===== src/rtl/core/qse_pkg.sv =====
`default_nettype none

package qse_pkg;

    // Capacity of the element store and derived index widths.
    localparam int MAX_ITEMS = 64;
    localparam int IDX_W     = $clog2(MAX_ITEMS);
    localparam int CNT_W     = IDX_W + 1;
    localparam int VAL_W     = 32;

    // Pending-range stack: one entry holds a low and a high index.
    localparam int STK_DEPTH = 64;
    localparam int STK_AW    = $clog2(STK_DEPTH);
    localparam int STK_W     = 2 * IDX_W;

    // One access to the element store: one write and one read address per cycle.
    typedef struct packed {
        logic             we;
        logic [IDX_W-1:0] waddr;
        logic [VAL_W-1:0] wdata;
        logic [IDX_W-1:0] raddr;
    } store_req_t;

    // Signed ordering of two stored elements.
    function automatic logic key_less(input logic signed [VAL_W-1:0] a,
                                      input logic signed [VAL_W-1:0] b);
        return a < b;
    endfunction

endpackage

`default_nettype wire


===== src/rtl/core/qse_ram.sv =====
`default_nettype none

module qse_ram #(
    parameter int WIDTH  = 32,
    parameter int DEPTH  = 64,
    parameter int ADDR_W = $clog2(DEPTH)
) (
    input  wire logic              aclk,
    input  wire logic              we,
    input  wire logic [ADDR_W-1:0] waddr,
    input  wire logic [WIDTH-1:0]  wdata,
    input  wire logic [ADDR_W-1:0] raddr,
    output logic      [WIDTH-1:0]  rdata
);

    logic [WIDTH-1:0] mem [DEPTH];
    logic [WIDTH-1:0] rdata_reg;

    always_ff @(posedge aclk) begin
        if (we) begin
            mem[waddr] <= wdata;
        end
        rdata_reg <= mem[raddr];
    end

    assign rdata = rdata_reg;

endmodule

`default_nettype wire


===== src/rtl/core/qse_sorter.sv =====
`default_nettype none

module qse_sorter
    import qse_pkg::*;
(
    input  wire logic             aclk,
    input  wire logic             aresetn,
    input  wire logic             start,
    input  wire logic [CNT_W-1:0] count,
    input  wire logic [VAL_W-1:0] store_rdata,
    output store_req_t            store_req,
    output logic                  done
);

    typedef enum logic [11:0] {
        S_IDLE     = 12'b0000_0000_0001,
        S_INIT     = 12'b0000_0000_0010,
        S_POP      = 12'b0000_0000_0100,
        S_POP_DATA = 12'b0000_0000_1000,
        S_PIVOT    = 12'b0000_0001_0000,
        S_SCAN     = 12'b0000_0010_0000,
        S_SWAP_A   = 12'b0000_0100_0000,
        S_SWAP_B   = 12'b0000_1000_0000,
        S_FINAL    = 12'b0001_0000_0000,
        S_FIN_A    = 12'b0010_0000_0000,
        S_FIN_B    = 12'b0100_0000_0000,
        S_DONE     = 12'b1000_0000_0000
    } sort_state_t;

    sort_state_t state_reg, state_next;
    logic [STK_AW:0]  sp_reg, sp_next;
    logic [IDX_W-1:0] lo_reg, lo_next;
    logic [IDX_W-1:0] hi_reg, hi_next;
    logic [IDX_W-1:0] j_reg, j_next;
    logic [IDX_W-1:0] place_reg, place_next;
    logic [VAL_W-1:0] pivot_reg, pivot_next;
    logic [VAL_W-1:0] hold_reg, hold_next;

    logic              stk_we;
    logic [STK_AW-1:0] stk_waddr;
    logic [STK_W-1:0]  stk_wdata;
    logic [STK_AW-1:0] stk_raddr;
    logic [STK_W-1:0]  stk_rdata;

    logic [IDX_W-1:0] pop_lo;
    logic [IDX_W-1:0] pop_hi;
    logic             scan_end;

    qse_ram #(
        .WIDTH (STK_W),
        .DEPTH (STK_DEPTH)
    ) u_stack (
        .aclk  (aclk),
        .we    (stk_we),
        .waddr (stk_waddr),
        .wdata (stk_wdata),
        .raddr (stk_raddr),
        .rdata (stk_rdata)
    );

    assign pop_lo   = stk_rdata[STK_W-1:IDX_W];
    assign pop_hi   = stk_rdata[IDX_W-1:0];
    assign scan_end = (CNT_W'(j_reg) + CNT_W'(1)) == CNT_W'(hi_reg);
    assign done     = (state_reg == S_DONE);

    always_comb begin
        state_next = state_reg;
        sp_next    = sp_reg;
        lo_next    = lo_reg;
        hi_next    = hi_reg;
        j_next     = j_reg;
        place_next = place_reg;
        pivot_next = pivot_reg;
        hold_next  = hold_reg;
        stk_we     = 1'b0;
        stk_waddr  = sp_reg[STK_AW-1:0];
        stk_wdata  = {lo_reg, hi_reg};
        stk_raddr  = sp_reg[STK_AW-1:0] - STK_AW'(1);
        store_req  = '{we: 1'b0, waddr: place_reg, wdata: hold_reg, raddr: j_reg};

        unique case (state_reg)
            S_IDLE: begin
                if (start) begin
                    state_next = (count >= CNT_W'(2)) ? S_INIT : S_DONE;
                end
            end
            S_INIT: begin
                stk_we     = 1'b1;
                stk_waddr  = '0;
                stk_wdata  = {IDX_W'(0), IDX_W'(count - CNT_W'(1))};
                sp_next    = (STK_AW+1)'(1);
                state_next = S_POP;
            end
            S_POP: begin
                if (sp_reg == '0) begin
                    state_next = S_DONE;
                end else begin
                    sp_next    = sp_reg - (STK_AW+1)'(1);
                    state_next = S_POP_DATA;
                end
            end
            S_POP_DATA: begin
                lo_next = pop_lo;
                hi_next = pop_hi;
                store_req.raddr = pop_hi;
                state_next = (pop_lo >= pop_hi) ? S_POP : S_PIVOT;
            end
            S_PIVOT: begin
                pivot_next      = store_rdata;
                place_next      = lo_reg;
                j_next          = lo_reg;
                store_req.raddr = lo_reg;
                state_next      = S_SCAN;
            end
            S_SCAN: begin
                // Read data holds the element at j.
                if (key_less(store_rdata, pivot_reg)) begin
                    hold_next       = store_rdata;
                    store_req.raddr = place_reg;
                    state_next      = S_SWAP_A;
                end else begin
                    j_next          = j_reg + IDX_W'(1);
                    store_req.raddr = j_reg + IDX_W'(1);
                    state_next      = scan_end ? S_FINAL : S_SCAN;
                end
            end
            S_SWAP_A: begin
                store_req.we    = 1'b1;
                store_req.waddr = place_reg;
                store_req.wdata = hold_reg;
                hold_next       = store_rdata;
                state_next      = S_SWAP_B;
            end
            S_SWAP_B: begin
                store_req.we    = 1'b1;
                store_req.waddr = j_reg;
                store_req.wdata = hold_reg;
                store_req.raddr = j_reg + IDX_W'(1);
                place_next      = place_reg + IDX_W'(1);
                j_next          = j_reg + IDX_W'(1);
                state_next      = scan_end ? S_FINAL : S_SCAN;
            end
            S_FINAL: begin
                store_req.raddr = place_reg;
                state_next      = S_FIN_A;
            end
            S_FIN_A: begin
                store_req.we    = 1'b1;
                store_req.waddr = place_reg;
                store_req.wdata = pivot_reg;
                hold_next       = store_rdata;
                // Left part [lo, place-1] when it holds two or more elements.
                if (CNT_W'(place_reg) > CNT_W'(lo_reg) + CNT_W'(1)) begin
                    stk_we    = 1'b1;
                    stk_wdata = {lo_reg, place_reg - IDX_W'(1)};
                    sp_next   = sp_reg + (STK_AW+1)'(1);
                end
                state_next = S_FIN_B;
            end
            S_FIN_B: begin
                store_req.we    = 1'b1;
                store_req.waddr = hi_reg;
                store_req.wdata = hold_reg;
                // Right part [place+1, hi] when it holds two or more elements.
                if (CNT_W'(place_reg) + CNT_W'(1) < CNT_W'(hi_reg)) begin
                    stk_we    = 1'b1;
                    stk_wdata = {place_reg + IDX_W'(1), hi_reg};
                    sp_next   = sp_reg + (STK_AW+1)'(1);
                end
                state_next = S_POP;
            end
            S_DONE: begin
                state_next = S_IDLE;
            end
            default: begin
                state_next = S_IDLE;
            end
        endcase
    end

    always_ff @(posedge aclk) begin
        if (!aresetn) begin
            state_reg <= S_IDLE;
            sp_reg    <= '0;
        end else begin
            state_reg <= state_next;
            sp_reg    <= sp_next;
        end
        lo_reg    <= lo_next;
        hi_reg    <= hi_next;
        j_reg     <= j_next;
        place_reg <= place_next;
        pivot_reg <= pivot_next;
        hold_reg  <= hold_next;
    end

endmodule

`default_nettype wire


===== src/rtl/core/quick_sort_engine_unit.sv =====
`default_nettype none

// Quicksort engine for up to 64 signed 32-bit values. Values arrive one per
// input transaction and are written into a local store; the transaction with
// last set closes the set. Values beyond the 64th, including a final one, are
// dropped, and every result of that run then reports truncated. Once the set
// is closed the block sorts it in place in ascending order with a Lomuto
// partition (rightmost element as pivot) and a stack of pending subranges in
// a small RAM, then returns every value as one output transaction in order,
// with end_of_run on the final one. The input takes one transaction per cycle
// while the set is collected. The sort runs on a single comparator and a
// one-read, one-write store, so its time is set by that memory port: a pivot
// comparison that does not swap passes through S_SCAN alone, one that swaps
// adds S_SWAP_A and S_SWAP_B, and each partitioned subrange adds S_POP,
// S_POP_DATA, S_PIVOT, S_FINAL, S_FIN_A and S_FIN_B. Already ascending input
// is a slow case. Each result is read, loaded and offered in turn, and the
// next read waits until the result has been taken. The input is not ready
// from the closing transaction until the last result has been taken.
module quick_sort_engine_unit
    import qse_pkg::*;
(
    input  wire logic                    aclk,
    input  wire logic                    aresetn,
    input  wire logic                    s_valid,
    output logic                         s_ready,
    input  wire logic signed [VAL_W-1:0] s_value,
    input  wire logic                    s_last,
    output logic                         m_valid,
    input  wire logic                    m_ready,
    output logic signed [VAL_W-1:0]      m_sorted_value,
    output logic                         m_end_of_run,
    output logic                         m_truncated
);

    // Top-level sequencer: collect, hand the store to the sorter, emit.
    typedef enum logic [4:0] {
        T_COLLECT = 5'b00001,
        T_SORT    = 5'b00010,
        T_EMIT_RD = 5'b00100,
        T_EMIT_LD = 5'b01000,
        T_EMIT_OUT = 5'b10000
    } top_state_t;

    top_state_t state_reg, state_next;
    logic [CNT_W-1:0] count_reg, count_next;
    logic             overflow_reg, overflow_next;
    logic [IDX_W-1:0] k_reg, k_next;
    logic             m_valid_reg, m_valid_next;
    logic [VAL_W-1:0] out_value_reg, out_value_next;
    logic             out_end_reg, out_end_next;

    store_req_t       top_req;
    store_req_t       sort_req;
    store_req_t       store_req;
    logic [VAL_W-1:0] store_rdata;
    logic             sort_done;

    logic s_accept;
    logic m_accept;
    logic store_full;
    logic emit_last;

    assign s_ready    = (state_reg == T_COLLECT);
    assign s_accept   = s_valid && s_ready;
    assign m_accept   = m_valid_reg && m_ready;
    assign store_full = (count_reg == CNT_W'(MAX_ITEMS));
    assign emit_last  = (CNT_W'(k_reg) + CNT_W'(1)) == count_reg;

    // The sorter owns the store while it runs; otherwise the store takes
    // writes from the input side and reads for the output side.
    assign store_req = (state_reg == T_SORT) ? sort_req : top_req;

    qse_ram #(
        .WIDTH (VAL_W),
        .DEPTH (MAX_ITEMS)
    ) u_store (
        .aclk  (aclk),
        .we    (store_req.we),
        .waddr (store_req.waddr),
        .wdata (store_req.wdata),
        .raddr (store_req.raddr),
        .rdata (store_rdata)
    );

    qse_sorter u_sorter (
        .aclk        (aclk),
        .aresetn     (aresetn),
        .start       (state_reg == T_SORT),
        .count       (count_reg),
        .store_rdata (store_rdata),
        .store_req   (sort_req),
        .done        (sort_done)
    );

    always_comb begin
        state_next     = state_reg;
        count_next     = count_reg;
        overflow_next  = overflow_reg;
        k_next         = k_reg;
        m_valid_next   = m_valid_reg;
        out_value_next = out_value_reg;
        out_end_next   = out_end_reg;
        top_req = '{we: 1'b0, waddr: count_reg[IDX_W-1:0], wdata: s_value, raddr: k_reg};

        unique case (state_reg)
            T_COLLECT: begin
                if (s_accept) begin
                    // A value that finds the store full is dropped.
                    if (store_full) begin
                        overflow_next = 1'b1;
                    end else begin
                        top_req.we = 1'b1;
                        count_next = count_reg + CNT_W'(1);
                    end
                    if (s_last) begin
                        state_next = T_SORT;
                    end
                end
            end
            T_SORT: begin
                if (sort_done) begin
                    k_next     = '0;
                    state_next = T_EMIT_RD;
                end
            end
            T_EMIT_RD: begin
                state_next = T_EMIT_LD;
            end
            T_EMIT_LD: begin
                out_value_next = store_rdata;
                out_end_next   = emit_last;
                m_valid_next   = 1'b1;
                state_next     = T_EMIT_OUT;
            end
            T_EMIT_OUT: begin
                if (m_accept) begin
                    m_valid_next = 1'b0;
                    if (out_end_reg) begin
                        // Run complete: the block is ready for a new set.
                        count_next    = '0;
                        overflow_next = 1'b0;
                        state_next    = T_COLLECT;
                    end else begin
                        k_next     = k_reg + IDX_W'(1);
                        state_next = T_EMIT_RD;
                    end
                end
            end
            default: begin
                state_next = T_COLLECT;
            end
        endcase
    end

    always_ff @(posedge aclk) begin
        if (!aresetn) begin
            state_reg    <= T_COLLECT;
            count_reg    <= '0;
            overflow_reg <= 1'b0;
            m_valid_reg  <= 1'b0;
        end else begin
            state_reg    <= state_next;
            count_reg    <= count_next;
            overflow_reg <= overflow_next;
            m_valid_reg  <= m_valid_next;
        end
        k_reg         <= k_next;
        out_value_reg <= out_value_next;
        out_end_reg   <= out_end_next;
    end

    assign m_valid        = m_valid_reg;
    assign m_sorted_value = out_value_reg;
    assign m_end_of_run   = out_end_reg;
    // The overflow flag holds for the whole emission and clears after it.
    assign m_truncated    = overflow_reg;

endmodule

`default_nettype wire


===== config.mk =====
export PLATFORM = sky130hd
export DESIGN_NAME = quick_sort_engine_unit
export DESIGN_NICKNAME = d
export VERILOG_FILES = /design/src/rtl/core/qse_pkg.sv /design/src/rtl/core/qse_ram.sv /design/src/rtl/core/qse_sorter.sv /design/src/rtl/core/quick_sort_engine_unit.sv
export SDC_FILE = /design/constraint.sdc
export NUM_CORES = 2
export LEC_CHECK = 0
export BUFFER_PORTS_ARGS = -buffer_cell sky130_fd_sc_hd__buf_2
export CAP_MARGIN = 20
export CORE_MARGIN = 5
export CORE_UTILIZATION = 50
export CTS_CLUSTER_DIAMETER = 100
export DETAILED_ROUTE_END_ITERATION = 10
export HOLD_SLACK_MARGIN = 0.15
export PLACE_DENSITY = 0.65
export SYNTH_ARGS = -nofsm -noshare
export SYNTH_HDL_FRONTEND = slang
export SYNTH_SLANG_ARGS = --single-unit

===== constraint.sdc =====
create_clock -name aclk -period 7.84 [get_ports aclk]
set_clock_uncertainty 0.1 [all_clocks]
set_input_delay 1.568 -clock aclk [delete_from_list [all_inputs] [get_ports aclk]]
set_output_delay 1.568 -clock aclk [all_outputs]
set_load 0.05 [all_outputs]

==> results.md <==
* Critical register-to-register path startpoint: u_sorter.pivot_reg[31]
* Num CTS Buffers at 325
* Vias in the first global route at 65609
* GRT overflow at 0
* Maxcap violations at 0
* Initial drt markers at 10809
* Most common cell after layout, fill and taps aside: edfxtp_1
* CP dominant cell by count: nand4_1
* Die Wd at 498 µm
* Routability cong. at 0.926
* Root Buffer: clkbuf_16
* HPWL Detailed at 204000 µm
* Chip height at 498 µm
* Pwr Density at 287 nW/µm²
* Worst hold start: u_sorter.u_stack.rdata[11]
* # port buffers at 72
* Most frequent cells in the layout: edfxtp_1, nand2_1, mux4_2
* # IOs at 73
* Routed len/inst at 33.0 µm
* Post-CTS Hold Fix Bufs at 0
* Asr flop ratio synth at 0%
* R2R setup slack at 0.85 ns
* Pwr Total at 0.0388 W
* Min Clock Period, post-route at 6.99 ns
* Syn avg cell area at 17.5 µm²
* Max Fclk at 0.143 GHz
* Ys Warns at 0
* Core Util, Final at 57.1%
* Max stage delay on crit path at 0.82 ns
* Share of cells above drive strength 1 at 20.6%
* Clock Path Buffers at 4
* Hold Vio Cnt, Final at 0
* Worst Hold Class: register to register
* Cell count after placement at 9878
* H-tree depth at 5
* Tot GR Track Use at 27.3%
* First-pass GRT wire length at 489000 µm
* CP bufs+invs at 2
* Top cell type by total area after synthesis: edfxtp_1
* Synth top area cells: edfxtp_1, mux4_2, a32oi_1
* Post-route DRC at 0
* Crit Path Class: register to register
* Levels on crit path at 15
* Row count at 179
* Dominant synthesized flop cell: edfxtp_1
* #FFs+latches synth at 3020
* Cells on worst reg2reg path at 15
* Finished Cell Area at 136000 µm²
* Clock tree sinks at 3020
* Post-synth cell types at 82
* Critical path arrival at 7.71 ns
* Clk_lat worst skew at 0.94 ns
* Top flop regs: u_store.mem x2048, u_sorter.u_stack.mem x768
* Fin cells at 10465
* Worst path cell trace: inv_1 -> ha_1 -> nand4_1 -> nor4_1 -> a221oi_2 -> nand2b_1 -> a211oi_1 -> a211o_1 -> o221a_4 -> nor2_4 -> buf_12 -> mux4_2 -> a22oi_1 -> nand4_1 -> or4_1
* Initial core utilization at 50.1%
* Largest net degree at the start of global routing at 164
* Worst Hold Path EP: u_sorter.lo_reg[5]
* Crit path max fanout at 39
* Via count at 68750
* Slew margin rel. at 17.8%
* VDD IR max at 0.000329 V
* Post-CTS setup buffers at 0
* Number of synthesized flops with an enable pin at 2943
* Setup crit start kind: register
* Initial DRT Pass Iterations at 8
* Worst-path clk slew at 0.06 ns
* Critical R2R Capture: u_store.rdata[21]
* P_leak at 42.5 nW
* Final wirelength at 345000 µm
* Vias per Instance at 6.57
* Status: completed
* CP top delay family: simple AND/OR/NAND/NOR gates
* Dpl cell area at 125000 µm²
* Cts repair resizes at 0
* Die ar. at 248000 µm²
* Worst Tran Pin Value at 1.23 ns
* Register name with the most flops: u_store.mem
* Nets@finish at 7155
* Unrepaired setup endpoints after global routing: false
* Slowest stage cell, crit path: nor4_1
* Antenna violations before repair at 31
* Area delta synth->final at 14.0%
* Worst Path Required at 8.55 ns
* Final Setup Violations at 0
* Post-synthesis sequential area ratio at 75.6%
* Syn Std Cell Area at 119000 µm²
* WHS Path Cells at 0
* Syn Nets at 6898
* Area of the core at 237000 µm²
* CTS tree: yes
* Mapped Cells at 6797
* Max reg flops at 2048
* CP Capture Type: register
* Max-slew violations at 0
* Post-route ant nets at 0
* Tcrit/Tclk final at 89.2%
* Setup Total Neg Slack at 0 ns
* Post-synth top area share at 74.3%
==> layout make-up <==
cell class	count	area, µm²
diodes	7	17.5
clock buffers	422	8720
clock inverters	142	1220
fillers	17644	102000
inverters	65	244
multi-input cells	3244	28000
flip-flops and latches	3020	89900
well taps	3167	3960
repair buffers	398	3400
==> power breakdown <==
group / leakage (nW) / switching (W) / internal, W
registers: 27.1 / 0.000291 / 0.0185
logic: 10.6 / 0.00392 / 0.00162
clock network: 4.85 / 0.00606 / 0.00847
total: 42.5 / 0.0103 / 0.0286
==> how the worst max path moves through the flow <==
| stage | end | slack, ns | start |
|---|---|---|---|
| after floorplan | u_store.rdata[28] | 1.87 | u_sorter.state_reg[8] |
| after global placement | u_store.rdata[21] | 0.55 | u_sorter.pivot_reg[31] |
| after detailed placement | u_store.rdata[21] | 0.49 | u_sorter.pivot_reg[31] |
| after CTS | u_store.rdata[21] | 0.43 | u_sorter.pivot_reg[31] |
| after global routing | u_store.rdata[21] | 0.79 | u_sorter.pivot_reg[31] |
| final | u_store.rdata[21] | 0.85 | u_sorter.pivot_reg[31] |
==> logic make-up after synthesis <==
logic type      count (synthesis)  synth area share (%)
mux                           545                  9.33
xor+xnor                       47                 0.346
flops                        3020                  75.6
buf+inv                       533                  1.78
fa+ha+maj                      64                 0.680
compound gates               1331                  7.43
simple gates                 1257                  4.83
==> layer usage <==
metal | share of wire, % | vias to the layer above | track usage, %
li1 | - | 28193 | -
met1 | 38 | 35325 | 38.1
met2 | 45 | 4477 | 40.4
met3 | 12 | 731 | 8.03
met4 | 5.1 | 24 | 12.1
met5 | 0.047 | - | 0
==> synth_stat cells, types with 7 or more instances <==
cell type	instances
o22ai_1	10
a22oi_1	165
inv_1	65
buf_1	51
or3_1	7
o21ai_0	389
a31oi_1	136
nor2b_1	14
edfxtp_1	2943
mux2i_1	32
nand2b_1	15
o21ai_1	10
buf_2	40
nand2_1	558
nor3_1	25
nor2_1	211
nor4_1	12
o211ai_1	68
clkbuf_1	363
and3_1	38
dfxtp_1	77
mux4_2	444
nand4b_1	7
xnor2_1	30
or4_1	36
ha_1	63
a21o_1	15
a211oi_1	8
nand3_1	248
a22o_1	63
a21oi_1	178
nand4_1	50
mux2_2	67
xor2_1	17
buf_4	10
a32oi_1	250
==> stage by stage <==
stage,hold slack [ns],worst slack (ns)
floorplan,0.308,1.87
global placement,0.322,0.551
detailed placement,0.333,0.486
CTS,0.357,0.428
global route,0.380,0.786
finish,0.350,0.846
==> worst register-to-register path, cell delays in order (launching register included) <==
cell	delay [ns]
edfxtp_1	0.35
inv_1	0.05
ha_1	0.62
nand4_1	0.23
nor4_1	0.82
a221oi_2	0.34
nand2b_1	0.28
a211oi_1	0.11
a211o_1	0.37
o221a_4	0.42
nor2_4	0.46
buf_12	0.35
mux4_2	0.63
a22oi_1	0.69
nand4_1	0.43
or4_1	0.61
Note: power is estimated with default switching activity, not from simulation.
